<file path="src/neighbor_table_aging_macros.svh">
// Assertion macros shared by the neighbor table RTL.
`ifndef NEIGHBOR_TABLE_AGING_MACROS_SVH
`define NEIGHBOR_TABLE_AGING_MACROS_SVH

`ifndef SYNTHESIS
// Same-cycle implication, checked on clk with reset masking.
`define NTA_ASSERT_NOW(label, ante, cons, msg) \
    label: assert property (@(posedge clk) disable iff (!rst_n) (ante) |-> (cons)) \
        else $error(msg);
// Next-cycle implication, checked on clk with reset masking.
`define NTA_ASSERT_NEXT(label, ante, cons, msg) \
    label: assert property (@(posedge clk) disable iff (!rst_n) (ante) |=> (cons)) \
        else $error(msg);
`else
`define NTA_ASSERT_NOW(label, ante, cons, msg)
`define NTA_ASSERT_NEXT(label, ante, cons, msg)
`endif

`endif

</file>
<file path="src/nta_pkg.sv">
// Types, constants and helpers for the neighbor table with dead timer.
`default_nettype none

package nta_pkg;

    localparam int IFACE_W = 2;
    localparam int WORD_W  = 32;
    localparam int AGE_W   = 16;
    localparam int CNT_W   = 5;

    localparam logic [AGE_W-1:0] AGE_MAX        = '1;
    localparam logic [AGE_W-1:0] DEAD_LIMIT_RST = 16'd15;
    localparam logic [CNT_W-1:0] CNT_MAX        = '1;

    // Command codes carried in the input word.
    localparam logic CMD_HELLO = 1'b0;
    localparam logic CMD_TICK  = 1'b1;

    typedef struct packed {
        logic              cmd;
        logic [IFACE_W-1:0] iface_index;
        logic [WORD_W-1:0] neighbor_id;
        logic [WORD_W-1:0] neighbor_addr;
        logic [WORD_W-1:0] neighbor_mask;
    } in_word_t;

    typedef struct packed {
        logic             changed;
        logic             refreshed;
        logic             dropped_full;
        logic [CNT_W-1:0] removed_count;
        logic [CNT_W-1:0] iface_count;
    } out_word_t;

    // One stored neighbor; the valid bit lives in flip-flops outside the RAM.
    typedef struct packed {
        logic [IFACE_W-1:0] iface;
        logic [WORD_W-1:0]  id;
        logic [WORD_W-1:0]  addr;
        logic [WORD_W-1:0]  mask;
        logic [AGE_W-1:0]   age;
    } entry_t;

    typedef enum logic [1:0] {
        ST_IDLE,
        ST_WALK,
        ST_WRITE,
        ST_DONE
    } nta_state_t;

    // Counter increment that sticks at its maximum.
    function automatic logic [CNT_W-1:0] sat_inc(input logic [CNT_W-1:0] v);
        return (v == CNT_MAX) ? v : v + CNT_W'(1);
    endfunction

endpackage

`default_nettype wire

</file>
<file path="src/neighbor_table_aging.sv">
// Top level of the neighbor table with per-entry dead timer.
//
// Usage: the input channel (in_valid / in_ready / in_data) takes one word per
// command. A hello looks up its interface and router id, refreshes a match or
// inserts into the lowest free slot, and flags a full table. A tick ages every
// entry and removes those that reach dead_limit. Every word yields exactly one
// result word on the output channel (out_valid / out_ready / out_data).
// The table lives in a RAM that is walked one entry per cycle by a single
// compare/age unit, which works on the registered RAM read data. A hello on
// an interface at or above IFACES leaves the table alone and skips the walk.
// in_ready is high only while the sequencer is idle, so a new word is taken
// only after the result of the previous one has moved to the output register.
// A result waits in the output register while the receiver stalls; the next
// word may be accepted meanwhile, but its result is held back until the
// previous one is taken. Reset clears all valid bits, so the table is empty at
// once, and sets dead_limit to 15. dead_limit is written through cfg_wr_en /
// cfg_wr_data; the user must write it only while the block is idle, as the
// block itself does not enforce this.
`default_nettype none

`include "neighbor_table_aging_macros.svh"

module neighbor_table_aging
    import nta_pkg::*;
#(
    parameter int ENTRIES = 16,
    parameter int IFACES  = 4
) (
    input  logic             clk,
    input  logic             rst_n,
    input  logic             cfg_wr_en,
    input  logic [AGE_W-1:0] cfg_wr_data,
    input  logic             in_valid,
    output logic             in_ready,
    input  in_word_t         in_data,
    output logic             out_valid,
    input  logic             out_ready,
    output out_word_t        out_data
);

    localparam int IDX_W = $clog2(ENTRIES);
    localparam int ENT_W = $bits(entry_t);
    localparam logic [IDX_W-1:0] LAST_IDX = IDX_W'(ENTRIES - 1);

    // Control and datapath registers.
    nta_state_t       state_reg, state_next;
    in_word_t         job_reg, job_next;
    logic [AGE_W-1:0] dead_limit_reg;
    logic [ENTRIES-1:0] valid_reg, valid_next;
    logic [IDX_W-1:0] rd_idx_reg, rd_idx_next;
    logic             issue_reg, issue_next;
    logic             cmp_valid_reg, cmp_valid_next;
    logic [IDX_W-1:0] cmp_idx_reg, cmp_idx_next;
    logic             hit_found_reg, hit_found_next;
    logic [IDX_W-1:0] hit_idx_reg, hit_idx_next;
    logic             free_found_reg, free_found_next;
    logic [IDX_W-1:0] free_idx_reg, free_idx_next;
    logic [CNT_W-1:0] cnt_reg, cnt_next;
    logic [CNT_W-1:0] removed_reg, removed_next;
    out_word_t        result_reg, result_next;
    out_word_t        out_word_reg, out_word_next;
    logic             out_valid_reg, out_valid_next;

    // RAM port signals.
    logic             ram_we;
    logic [IDX_W-1:0] ram_waddr;
    logic [ENT_W-1:0] ram_wdata;
    logic [IDX_W-1:0] ram_raddr;
    logic [ENT_W-1:0] ram_rdata;

    // Shared compare and aging unit operands.
    entry_t           cur_entry;
    entry_t           new_entry;
    logic             cur_valid;
    logic             iface_match;
    logic             id_match;
    logic [AGE_W-1:0] age_inc;
    logic             age_dead;
    logic             in_iface_ok;
    logic             job_iface_ok;

    nta_ram #(
        .WIDTH(ENT_W),
        .DEPTH(ENTRIES)
    ) u_ram (
        .clk  (clk),
        .we   (ram_we),
        .waddr(ram_waddr),
        .wdata(ram_wdata),
        .raddr(ram_raddr),
        .rdata(ram_rdata)
    );

    assign cur_entry    = entry_t'(ram_rdata);
    assign cur_valid    = valid_reg[cmp_idx_reg];
    assign iface_match  = (cur_entry.iface == job_reg.iface_index);
    assign id_match     = (cur_entry.id == job_reg.neighbor_id);
    assign age_inc      = (cur_entry.age == AGE_MAX) ? AGE_MAX : cur_entry.age + AGE_W'(1);
    assign age_dead     = (age_inc >= dead_limit_reg);
    assign in_iface_ok  = (int'(in_data.iface_index) < IFACES);
    assign job_iface_ok = (int'(job_reg.iface_index) < IFACES);

    // Fresh entry written by a hello, for both refresh and insert.
    always_comb
    begin
        new_entry       = '0;
        new_entry.iface = job_reg.iface_index;
        new_entry.id    = job_reg.neighbor_id;
        new_entry.addr  = job_reg.neighbor_addr;
        new_entry.mask  = job_reg.neighbor_mask;
    end

    assign in_ready  = (state_reg == ST_IDLE);
    assign out_valid = out_valid_reg;
    assign out_data  = out_word_reg;

    // Configuration register.
    always_ff @(posedge clk or negedge rst_n)
    begin
        if (!rst_n)
        begin
            dead_limit_reg <= DEAD_LIMIT_RST;
        end
        else if (cfg_wr_en)
        begin
            dead_limit_reg <= cfg_wr_data;
        end
    end

    // Control state with reset.
    always_ff @(posedge clk or negedge rst_n)
    begin
        if (!rst_n)
        begin
            state_reg     <= ST_IDLE;
            valid_reg     <= '0;
            issue_reg     <= 1'b0;
            cmp_valid_reg <= 1'b0;
            out_valid_reg <= 1'b0;
        end
        else
        begin
            state_reg     <= state_next;
            valid_reg     <= valid_next;
            issue_reg     <= issue_next;
            cmp_valid_reg <= cmp_valid_next;
            out_valid_reg <= out_valid_next;
        end
    end

    // Payload and walk bookkeeping registers.
    always_ff @(posedge clk)
    begin
        job_reg        <= job_next;
        rd_idx_reg     <= rd_idx_next;
        cmp_idx_reg    <= cmp_idx_next;
        hit_found_reg  <= hit_found_next;
        hit_idx_reg    <= hit_idx_next;
        free_found_reg <= free_found_next;
        free_idx_reg   <= free_idx_next;
        cnt_reg        <= cnt_next;
        removed_reg    <= removed_next;
        result_reg     <= result_next;
        out_word_reg   <= out_word_next;
    end

    // Sequencer: next state, walk control and the shared compare/age unit.
    always_comb
    begin
        state_next      = state_reg;
        job_next        = job_reg;
        valid_next      = valid_reg;
        rd_idx_next     = rd_idx_reg;
        issue_next      = issue_reg;
        cmp_valid_next  = 1'b0;
        cmp_idx_next    = cmp_idx_reg;
        hit_found_next  = hit_found_reg;
        hit_idx_next    = hit_idx_reg;
        free_found_next = free_found_reg;
        free_idx_next   = free_idx_reg;
        cnt_next        = cnt_reg;
        removed_next    = removed_reg;
        result_next     = result_reg;
        out_word_next   = out_word_reg;
        out_valid_next  = out_valid_reg;
        ram_we          = 1'b0;
        ram_waddr       = cmp_idx_reg;
        ram_wdata       = ram_rdata;
        ram_raddr       = rd_idx_reg;

        // The receiver takes the waiting result word.
        if (out_valid_reg && out_ready)
        begin
            out_valid_next = 1'b0;
        end

        case (state_reg)
            ST_IDLE:
            begin
                if (in_valid)
                begin
                    job_next        = in_data;
                    rd_idx_next     = '0;
                    hit_found_next  = 1'b0;
                    free_found_next = 1'b0;
                    cnt_next        = '0;
                    removed_next    = '0;
                    if (in_data.cmd == CMD_HELLO && !in_iface_ok)
                    begin
                        // A hello on an unknown interface leaves the table alone.
                        result_next = '0;
                        issue_next  = 1'b0;
                        state_next  = ST_DONE;
                    end
                    else
                    begin
                        issue_next = 1'b1;
                        state_next = ST_WALK;
                    end
                end
            end

            ST_WALK:
            begin
                // Issue the next RAM read.
                if (issue_reg)
                begin
                    cmp_valid_next = 1'b1;
                    cmp_idx_next   = rd_idx_reg;
                    if (rd_idx_reg == LAST_IDX)
                    begin
                        issue_next = 1'b0;
                    end
                    else
                    begin
                        rd_idx_next = rd_idx_reg + IDX_W'(1);
                    end
                end

                // Examine the entry whose data has just arrived.
                if (cmp_valid_reg)
                begin
                    if (job_reg.cmd == CMD_HELLO)
                    begin
                        if (cur_valid && iface_match)
                        begin
                            cnt_next = sat_inc(cnt_reg);
                            if (id_match && !hit_found_reg)
                            begin
                                hit_found_next = 1'b1;
                                hit_idx_next   = cmp_idx_reg;
                            end
                        end
                        if (!cur_valid && !free_found_reg)
                        begin
                            free_found_next = 1'b1;
                            free_idx_next   = cmp_idx_reg;
                        end
                    end
                    else if (cur_valid)
                    begin
                        if (age_dead)
                        begin
                            valid_next[cmp_idx_reg] = 1'b0;
                            removed_next            = sat_inc(removed_reg);
                        end
                        else
                        begin
                            ram_we    = 1'b1;
                            ram_wdata = {cur_entry.iface, cur_entry.id, cur_entry.addr,
                                         cur_entry.mask, age_inc};
                            if (iface_match && job_iface_ok)
                            begin
                                cnt_next = sat_inc(cnt_reg);
                            end
                        end
                    end

                    if (cmp_idx_reg == LAST_IDX)
                    begin
                        if (job_reg.cmd == CMD_HELLO)
                        begin
                            state_next = ST_WRITE;
                        end
                        else
                        begin
                            result_next.changed       = (removed_next != '0);
                            result_next.refreshed     = 1'b0;
                            result_next.dropped_full  = 1'b0;
                            result_next.removed_count = removed_next;
                            result_next.iface_count   = cnt_next;
                            state_next                = ST_DONE;
                        end
                    end
                end
            end

            ST_WRITE:
            begin
                // Refresh a match, else insert into the first free slot, else flag a full table.
                result_next               = '0;
                result_next.iface_count   = cnt_reg;
                ram_wdata                 = new_entry;
                if (hit_found_reg)
                begin
                    ram_we                = 1'b1;
                    ram_waddr             = hit_idx_reg;
                    result_next.refreshed = 1'b1;
                end
                else if (free_found_reg)
                begin
                    ram_we                    = 1'b1;
                    ram_waddr                 = free_idx_reg;
                    valid_next[free_idx_reg]  = 1'b1;
                    result_next.changed       = 1'b1;
                    result_next.iface_count   = sat_inc(cnt_reg);
                end
                else
                begin
                    result_next.dropped_full = 1'b1;
                end
                state_next = ST_DONE;
            end

            ST_DONE:
            begin
                // Hand the result to the output register once it is free.
                if (!out_valid_reg || out_ready)
                begin
                    out_valid_next = 1'b1;
                    out_word_next  = result_reg;
                    state_next     = ST_IDLE;
                end
            end

            default:
            begin
                state_next = ST_IDLE;
            end
        endcase
    end

    // Consistency checks on the result and the sequencer.
    `NTA_ASSERT_NOW(a_flags_exclusive, out_valid_reg,
        $onehot0({out_word_reg.changed, out_word_reg.refreshed, out_word_reg.dropped_full}),
        "result flags are not mutually exclusive")
    `NTA_ASSERT_NOW(a_removed_changes, out_valid_reg && out_word_reg.removed_count != '0,
        out_word_reg.changed, "removals reported without a change")
    `NTA_ASSERT_NOW(a_refresh_counted, out_valid_reg && out_word_reg.refreshed,
        out_word_reg.iface_count != '0, "refreshed neighbor missing from interface count")
    `NTA_ASSERT_NEXT(a_busy_after_accept, in_valid && in_ready, !in_ready,
        "sequencer ready again right after accepting a word")

endmodule

`default_nettype wire

</file>
<file path="src/nta_ram.sv">
// Generic single-write, single-read RAM with registered read data.
`default_nettype none

module nta_ram #(
    parameter int WIDTH = 8,
    parameter int DEPTH = 16
) (
    input  logic                     clk,
    input  logic                     we,
    input  logic [$clog2(DEPTH)-1:0] waddr,
    input  logic [WIDTH-1:0]         wdata,
    input  logic [$clog2(DEPTH)-1:0] raddr,
    output logic [WIDTH-1:0]         rdata
);

    logic [WIDTH-1:0] mem [DEPTH];

    // Write port and registered read port.
    always_ff @(posedge clk)
    begin
        if (we)
        begin
            mem[waddr] <= wdata;
        end
        rdata <= mem[raddr];
    end

endmodule

`default_nettype wire

</file>
<file path="config.mk">
export PLATFORM = sky130hd
export DESIGN_NAME = neighbor_table_aging
export DESIGN_NICKNAME = d
export VERILOG_FILES = /design/src/nta_pkg.sv /design/src/neighbor_table_aging.sv /design/src/nta_ram.sv
export VERILOG_INCLUDE_DIRS = /design/src /design/src/src
export SDC_FILE = /design/constraint.sdc
export NUM_CORES = 1
export LEC_CHECK = 0
export BUFFER_PORTS_ARGS = -buffer_cell sky130_fd_sc_hd__buf_4
export CAP_MARGIN = 0
export CORE_MARGIN = 8
export CORE_UTILIZATION = 51
export CTS_CLUSTER_DIAMETER = 150
export DETAILED_ROUTE_END_ITERATION = 16
export PLACE_DENSITY_LB_ADDON = 0.3
export SYNTH_ARGS = -nofsm -noshare
export SYNTH_HDL_FRONTEND = slang
export SYNTH_SLANG_ARGS = --single-unit
export TNS_END_PERCENT = 100
</file>
<file path="constraint.sdc">
create_clock -name clk -period 5.1 [get_ports clk]
set_input_delay 0 -clock clk [delete_from_list [all_inputs] [get_ports clk]]
set_output_delay 0 -clock clk [all_outputs]
set_load 0.005 [all_outputs]
</file>
# == Word level (Yosys, flattened, before mapping) ==
# Memories as Yosys holds them, arrays and structs flattened. A register that Yosys moved wholly into a read port is not among the register bits.
# Index checks and enable logic that the tools add are counted.
# totals
ram_bits,1824
reg_bits,190
word_cells,183
mem_count,1
input_bits,120
output_inout_bits,15
# memory_table
name,depth,width,read_ports,rd_clocked_by_memory_dff,write_ports,line_no,rtl
u_ram.mem,16,114,1,1,1,nta_ram.sv:16,logic [WIDTH-1:0] mem [DEPTH];
# op_classes
n_lt_le_gt_ge,5
bitwise_logic,4
n_eq_ne,25
n_mux,87
add_sub_neg,4
reduce_logical,28
# op_table
op,count
case mux 114 bit (2 select lines),1
two-way mux 16 bit,11
two-way mux 5 bit,17
two-way mux 13 bit,3
equality test 32 bit,1
two-way mux 1 bit,32
case mux 16 bit (2 select lines),1
inequality test 2 bit (second input constant),15
case mux 13 bit (2 select lines),1
two-way mux 4 bit,6
case mux 5 bit (2 select lines),2
adder 16 x 1 -> 16 bit (second input constant),1
AND 16 bit,1
equality test 16 bit (second input constant),1
greater-or-equal comparator 16 bit,1
inverter 16 bit,1
OR 16 bit,1
AND reduction 4 bit,4
adder 5 x 1 -> 5 bit (second input constant),2
equality test 5 bit (second input constant),2
< comparator 4 x 5 -> 1 bit (second input constant),2
AND reduction 5 bit,2
demux 1 bit (select 4 bit),2
equality test 4 bit (second input constant),2
other kinds (21),41

# == Depth between registers and ports, before layout ==
# Gate-level depths: netlist of run 1.
# depth
depth_word,13
depth_mapped,16
depth_no_buf,13

# == Cells and area by module ==
# From an unflattened synthesis of run 1, not the netlist that was laid out.
# unflattened
cells_unflattened,3700
area_unflattened_um2,80016.7
# by_module_without_submodules
mod,area_each_um2,instances,cells_each
nta_ram,70450.1,1,2916
neighbor_table_aging,9566.7,1,784

# == Worst setup path before layout of run 1 ==
# Ideal clock, no wire load.
# synth_timing
kind,reg-to-reg
from,register u_ram.rdata[2] (read register of u_ram.mem)
to,"memory u_ram.mem[9][0] (netlist name), enable pin"
stages_incl_launch_ff,14
path_buffers,1
setup_slack_ns,-0.299
period_less_slack_ns,5.399
t_arrival_ns,4.942
setup_time_ns,0.458
cell_sequence,dfxtp_1 > and4_1 > nand4_1 > or3_1 > clkbuf_1 > nand2_1 > ha_1 > a21oi_1 > o21ai_0 > o2bb2ai_1 > nor3_1 > a41o_1 > nand4_1 > nor2_1
# synth_via
elab_chain_cells,10
word_cells_on_any_way,11
classes_between,1 x add/sub; 1 x order compare; 1 x eq/ne; 8 x mux
# synth_lines
item,line_no,rtl
from (decl),nta_ram.sv:13,output logic [WIDTH-1:0] rdata
adder 16 x 1 -> 16 bit or equality test 16 bit (tied branches),neighbor_table_aging.sv:98,assign age_inc = (cur_entry.age == AGE_MAX) ? AGE_MAX : cur_entry.age + AGE_W'(1);
two-way mux 16 bit (*),neighbor_table_aging.sv:98,
greater-or-equal comparator 16 bit (*),neighbor_table_aging.sv:99,assign age_dead = (age_inc >= dead_limit_reg);
two-way mux 1 bit (*),neighbor_table_aging.sv:262,if (age_dead)
two-way mux 1 bit (*),neighbor_table_aging.sv:260,else if (cur_valid)
two-way mux 1 bit (*),neighbor_table_aging.sv:243,if (job_reg.cmd == CMD_HELLO)
two-way mux 1 bit (*),neighbor_table_aging.sv:241,if (cmp_valid_reg)
case mux 1 bit (2 select lines) (*),neighbor_table_aging.sv:197,case (state_reg)
two-way mux 1 bit (*),nta_ram.sv:21,if (we)
two-way mux 1 bit (not written as such) (*),nta_ram.sv:23,mem[waddr] <= wdata;
to (decl),nta_ram.sv:16,
# Every way passes the cells marked *; elsewhere a longest branch is shown, timed or not.

# == Worst setup path in the final report of run 1 ==
# layout_timing
from,register u_ram.rdata[2] (read register of u_ram.mem)
to,"memory u_ram.mem[13][102] (netlist name), enable pin"
# Same word-level chain as after synthesis.

==> reports/metrics.csv, run 1 <==
metric;value;unit
IO buf count;70;
Crit Path Category;reg -> reg;
Max-Cap Viols;0;
via count;18980;
worst slew pin tran;1.145;ns
Pleak;11.07;nW
Cell Area, Placed;40370;um2
Sw Ratio;19.06;%
total grt overflow;0;
Synth async-reset ratio;3.791;%
detail-routed via count per cell;6.105;
layout cells sized above 1;26.96;%
Ys Warns;0;
register bit total from synthesis;976;
fin cells;3109;
most common cell after layout, fill and taps aside;edfxtp_1;
Setup crit end kind;flop;
Worst-Skew Late Latency;0.66;ns
initial drt markers;1914;
H-tree depth;3;
maximum vdd drop;463.2;uV
core area;74200;um2
worst min path class;in -> reg;
sequential share of power;54.3;%
fillcell total;5110;
root buf cell;clkbuf_16;
Logic pwr share;1.0;%
vias in the first global route;19690;
synth top area cells;edfxtp_1 (70%), mux4_2 (15%), dfxtp_1 (2.6%);
Avg Inst Size Synth;20.77;um2
crit path DAT;5.04;ns
min Tclk post-route;4.753;ns
sw power;3.026;mW
pin count of the biggest net entering global routing;140;
Die Ht;289.3;um
Worst Skew;0.02091;ns
max FFs per register;800;
# DRC;0;
max-slew violations;0;
register area share after synthesis;75.15;%
Cells after Synth;1834;
Setup crit start kind;flop;
die width;289.3;um
CTS buffer count;97;
initial antenna violation count;0;
first-pass GRT wire length;124600;um
Fmax achieved;210.4;MHz
clock network power share;44.7;%
fin crit share;93.20;%
dominant synthesized flop cell;edfxtp_1;
Final GP Congestion;0.8650;
Synth area leader;edfxtp_1;
Hold Fails Final Rpt;0;
clock sinks;976;
Post-Place Setup Slack;0.1462;ns
Post-DP HPWL;44850;um
worst setup margin;0.3469;ns
clock buffer depth;3;
Initial DRT Pass Iterations;5;
power density cells;356.7;nW/um2
hold slack;0.05993;ns
total die area;83690;um2
synth unique cells;66;
Final Instance Area;44510;um2
GRT Util Overall;20.00;%
status;finished, final reports clean;
Synth Cell Area;38090;um2
EDFF count, synth;889;
Clock Pin Slew Worst Setup and Hold Paths;0.06;ns
Synth Net Count;1978;
final setup violating endpoints;0;
drt wl/cell;26.66;um
Pint;12.85;mW
Top Ports;135;
# diodes;0;
Placed Cells;2839;
RSZ-0062 raised after global routing;no;
CTS tree;built;
CP max FO;50;
Max-slew headroom;23.68;%
nets@finish;2204;
routed wire length;82900;um
Site Rows;100;
initial cell density of the core;51.34;%
Crit path required time;5.39;ns
Final Util;59.99;%
Yosys top cell area share;70.08;%
Layout area overhead;16.85;%
commonest non-fill, non-tap cells in the layout;edfxtp_1 (889), mux4_2 (252), clkbuf_16 (97), buf_4 (95), dlygate4sd3_1 (86);
Final ANT Viol Nets;0;
repair_timing:
action                                  4_1_cts  5_1_grt
endpoints found under the hold margin        92        0
resized for setup                             0        1
endpoints found under the setup margin        0      106
hold buffers                                 87        0
buffers inserted                              0        4
critical path, stage by stage (launching register included):
cell	delay (ns)
dfxtp_1	0.43
and4_1	0.31
nand4_1	0.25
or3_1	0.62
and2_1	0.26
ha_1	0.27
o21ai_0	0.26
a221oi_2	0.13
nor3_1	0.43
a41o_1	0.35
nand4_1	0.21
buf_4	0.29
nor2_4	0.12
buf_12	0.34
cell type report:
cell class	instances	area [um2]	share of cell area, %
Clock inverter	46	584.3	1.313
Inverter	38	142.6	0.3205
Timing Repair Buffer	216	2275	5.110
Tap cell	969	1212	2.724
Multi-Input combinational cell	731	9046	20.32
Sequential cell	976	28630	64.32
Clock buffer	133	2623	5.892
through the flow:
stage | power [mW] | TNS [ns]
finish | 15.88 | 0
global route | 16.31 | 0
CTS | 16.01 | 0
detailed placement | 8.877 | 0
global placement | 8.875 | 0
floorplan | 8.824 | -233.31
power by group through the flow:
| stage | clock network, mW | logic (mW) | registers [mW] |
|---|---|---|---|
| floorplan | 0 | 0.0378 | 8.79 |
| global placement | 0 | 0.0881 | 8.79 |
| detailed placement | 0 | 0.0906 | 8.79 |
| CTS | 7.24 | 0.152 | 8.62 |
| global route | 7.52 | 0.170 | 8.61 |
| finish | 7.10 | 0.154 | 8.62 |
cells in the mapped netlist, types with 19 or more instances:
cell type	count
mux4_2	252
a22o_1	42
o21ai_0	28
ha_1	24
dfxtp_1	50
clkbuf_1	62
inv_1	37
xnor2_1	42
buf_1	19
nand4_1	19
edfxtp_1	889
dfrtp_1	33
nand2_1	70
nor2_1	51
layer usage:
| metal | track usage [%] | wire length, um | vias to the layer above |
|---|---|---|---|
| li1 | - | - | 8051 |
| met1 | 28.11 | 35470 | 10090 |
| met2 | 32.97 | 40900 | 707 |
| met3 | 3.128 | 4760 | 130 |
| met4 | 5.030 | 1775 | 0 |
| met5 | 0 | 0 | - |
final timing paths:
check | startpoint | endpoint | depth (start not counted) | slack (ns)
worst max-delay path | u_ram.rdata[2]$_DFF_P_ | u_ram.mem[13][102]$_DFFE_PP_ | 13 | 0.35
worst min-delay path | in_data[68] | job_reg[68]$_DFFE_PP_ | 2 | 0.06
worst max register to register | u_ram.rdata[2]$_DFF_P_ | u_ram.mem[13][102]$_DFFE_PP_ | 13 | 0.35
worst min register to register | result_reg[5]$_SDFFCE_PP0P_ | out_data[5]$_DFFE_PP_ | 0 | 0.42
max in group asynchronous | rst_n | valid_reg[11]$_DFFE_PN0P_ | 4 | 4.45
min in group asynchronous | rst_n | dead_limit_reg[1]$_DFFE_PN1P_ | 3 | 0.44
kinds of logic (layout without fill, tap and decap cells):
group / count (synthesis) / after routing / synth area share, %
fa+ha+maj: 24 / 24 / 0.7883
simple gates: 228 / 228 / 2.950
mux: 266 / 266 / 15.29
compound gates: 163 / 163 / 3.222
xor+xnor: 50 / 50 / 1.150
buf+inv: 127 / 433 / 1.442
flops: 976 / 976 / 75.15
No activity file was read; power rests on OpenSTA's default activity.
==> inputs of run 2 (changes only) <==
CORE_UTILIZATION = 25   (was 51)
==> run 2 against run 1 <==
Effect of this change:
- clock power increased by 3%
- non-clock buffer count is 19 higher
- setup slack improved by 0.054 ns
- clock-buffer cell count grew 5
- global-route usage is 9.1 points lower
- critical path type unchanged
- sequential power about the same
- first-iteration DRC count is 25% lower
- via count decreased by 1.1%
==> reports/metrics.csv, run 2 (synthesis results as in run 1) <==
metric;value;unit
Clock Pin Slew Worst Setup and Hold Paths;0.06;ns
crit path DAT;5.12;ns
clock network power share;45.4;%
# DRC;0;
max FFs per register;800;
Worst-Skew Late Latency;0.69;ns
most common cell after layout, fill and taps aside;edfxtp_1;
maximum vdd drop;240.2;uV
power density cells;349.5;nW/um2
final setup violating endpoints;0;
Final Instance Area;46020;um2
Placed Cells;3898;
commonest non-fill, non-tap cells in the layout;edfxtp_1 (889), mux4_2 (252), dlygate4sd3_1 (111), clkbuf_16 (101), buf_4 (99);
Die Ht;406.3;um
Logic pwr share;1.1;%
Setup crit end kind;flop;
Setup crit start;u_ram.rdata[2]$_DFF_P_;
Initial DRT Pass Iterations;5;
Crit Reg-Reg Startpoint;u_ram.rdata[2]$_DFF_P_;
worst min path class;in -> reg;
Fin Setup TNS;0;ns
Site Rows;143;
core area;151500;um2
worst r2r path cells;13;
initial drt markers;1436;
Final ANT Viol Nets;0;
Final Util;30.36;%
Max-Cap Viols;0;
Worst Skew;0.02290;ns
Crit path required time;5.52;ns
CP max FO;9;
Fmax achieved;212.8;MHz
nets@finish;2227;
via count;18760;
initial cell density of the core;25.14;%
H-tree depth;3;
post-CTS sizing;0;
IO buf count;70;
total grt overflow;0;
clock buffer depth;3;
vias in the first global route;19820;
CTS tree;built;
Max-slew headroom;34.08;%
Pleak;11.16;nW
Post-Place Setup Slack;0.4202;ns
pin count of the biggest net entering global routing;112;
Crit Path Category;reg -> reg;
Pint;12.92;mW
hold slack;0.06595;ns
status;finished, final reports clean;
Hold Fails Final Rpt;0;
worst setup margin;0.4014;ns
layout cells sized above 1;26.41;%
Post-DP HPWL;49620;um
Cell Area, Placed;41570;um2
total power;16.08;mW
worst slew pin tran;0.9888;ns
total die area;165100;um2
RSZ-0062 raised after global routing;no;
drt wl/cell;21.82;um
Layout area overhead;20.81;%
root buf cell;clkbuf_16;
Sw Ratio;19.68;%
CTS buffer count;101;
Top Ports;135;
sequential share of power;53.6;%
clock sinks;976;
routed wire length;91660;um
detail-routed via count per cell;4.467;
sw power;3.165;mW
Post-CTS Setup Repair Bufs;0;
die width;406.3;um
first-pass GRT wire length;134200;um
max-slew violations;0;
fin cells;4201;
initial antenna violation count;1;
Setup crit start kind;flop;
CP endpoint;result_reg[12]$_DFFE_PP_;
flop-to-flop setup slack;0.40;ns
fin crit share;92.13;%
Final GP Congestion;0.7506;
RR Endpoint;result_reg[12]$_DFFE_PP_;
min Tclk post-route;4.699;ns
GRT Util Overall;10.89;%
run 2: cell count changes in the layout (fill, tap and decap cells not counted), sizes merged:
cell / delta
inv: -1
bufinv: -2
clkinv: +8
clkinvlp: +1
diode: +1
clkbuf: +5
buf: -6
dlygate4sd3: +25
run 2: timing repair:
| item | CTS | global route |
|---|---|---|
| hold buffers | 112 | 0 |
| hold endpoints to repair | 92 | 0 |
| setup endpoints to repair | 0 | 0 |
run 2: power groups by stage:
stage,Combinational (mW),Sequential (mW),Clock [mW]
6_report,0.169,8.62,7.29
5_1_grt,0.188,8.62,7.80
4_1_cts,0.173,8.62,7.53
3_5_place_dp,0.0961,8.79,0
3_3_place_gp,0.0971,8.79,0
2_1_floorplan,0.0378,8.79,0
run 2: worst min path at each step:
stage / from / to / slack, ns / cells after the start
after floorplan: rst_n / cmp_valid_reg$_DFF_PN0_ / -0.30 / 0
after global placement: rst_n / valid_reg[3]$_DFFE_PN0P_ / 0.02 / 1
after detailed placement: rst_n / valid_reg[7]$_DFFE_PN0P_ / 0.03 / 1
after CTS: in_data[79] / job_reg[79]$_DFFE_PP_ / 0.001 / 2
after global routing: in_data[79] / job_reg[79]$_DFFE_PP_ / 0.03 / 2
final: in_data[79] / job_reg[79]$_DFFE_PP_ / 0.07 / 2
run 2: area by class of cell:
type / instances / area (um2)
Fill cell: 14570 / 105500
Sequential cell: 976 / 28630
Multi-Input combinational cell: 731 / 9040
Clock buffer: 138 / 2736
Tap cell: 2030 / 2540
Timing Repair Buffer: 235 / 2355
Clock inverter: 52 / 573.1
Inverter: 38 / 142.6
Antenna cell: 1 / 2.502
run 2: critical path, stage by stage, from the launching register on:
cell and delay, ns:
dfxtp_1 0.43, and4_1 0.29, nand4_1 0.25, nor3_1 0.33, nand3_1 0.14, mux2_2 0.32
ha_1 0.33, nand4_2 0.15, or4_4 0.58, a221o_1 0.31, a32oi_4 0.43, o21ai_0 0.34
mux2i_1 0.20, o32a_1 0.35
run 2: layer usage:
layer | part of all wire (%) | global-route usage (%) | up-vias
li1 | - | - | 8114
met1 | 46 | 15.23 | 10070
met2 | 47 | 17.67 | 455
met3 | 4.6 | 1.943 | 126
met4 | 2.0 | 2.542 | 0
met5 | 0 | 0 | -
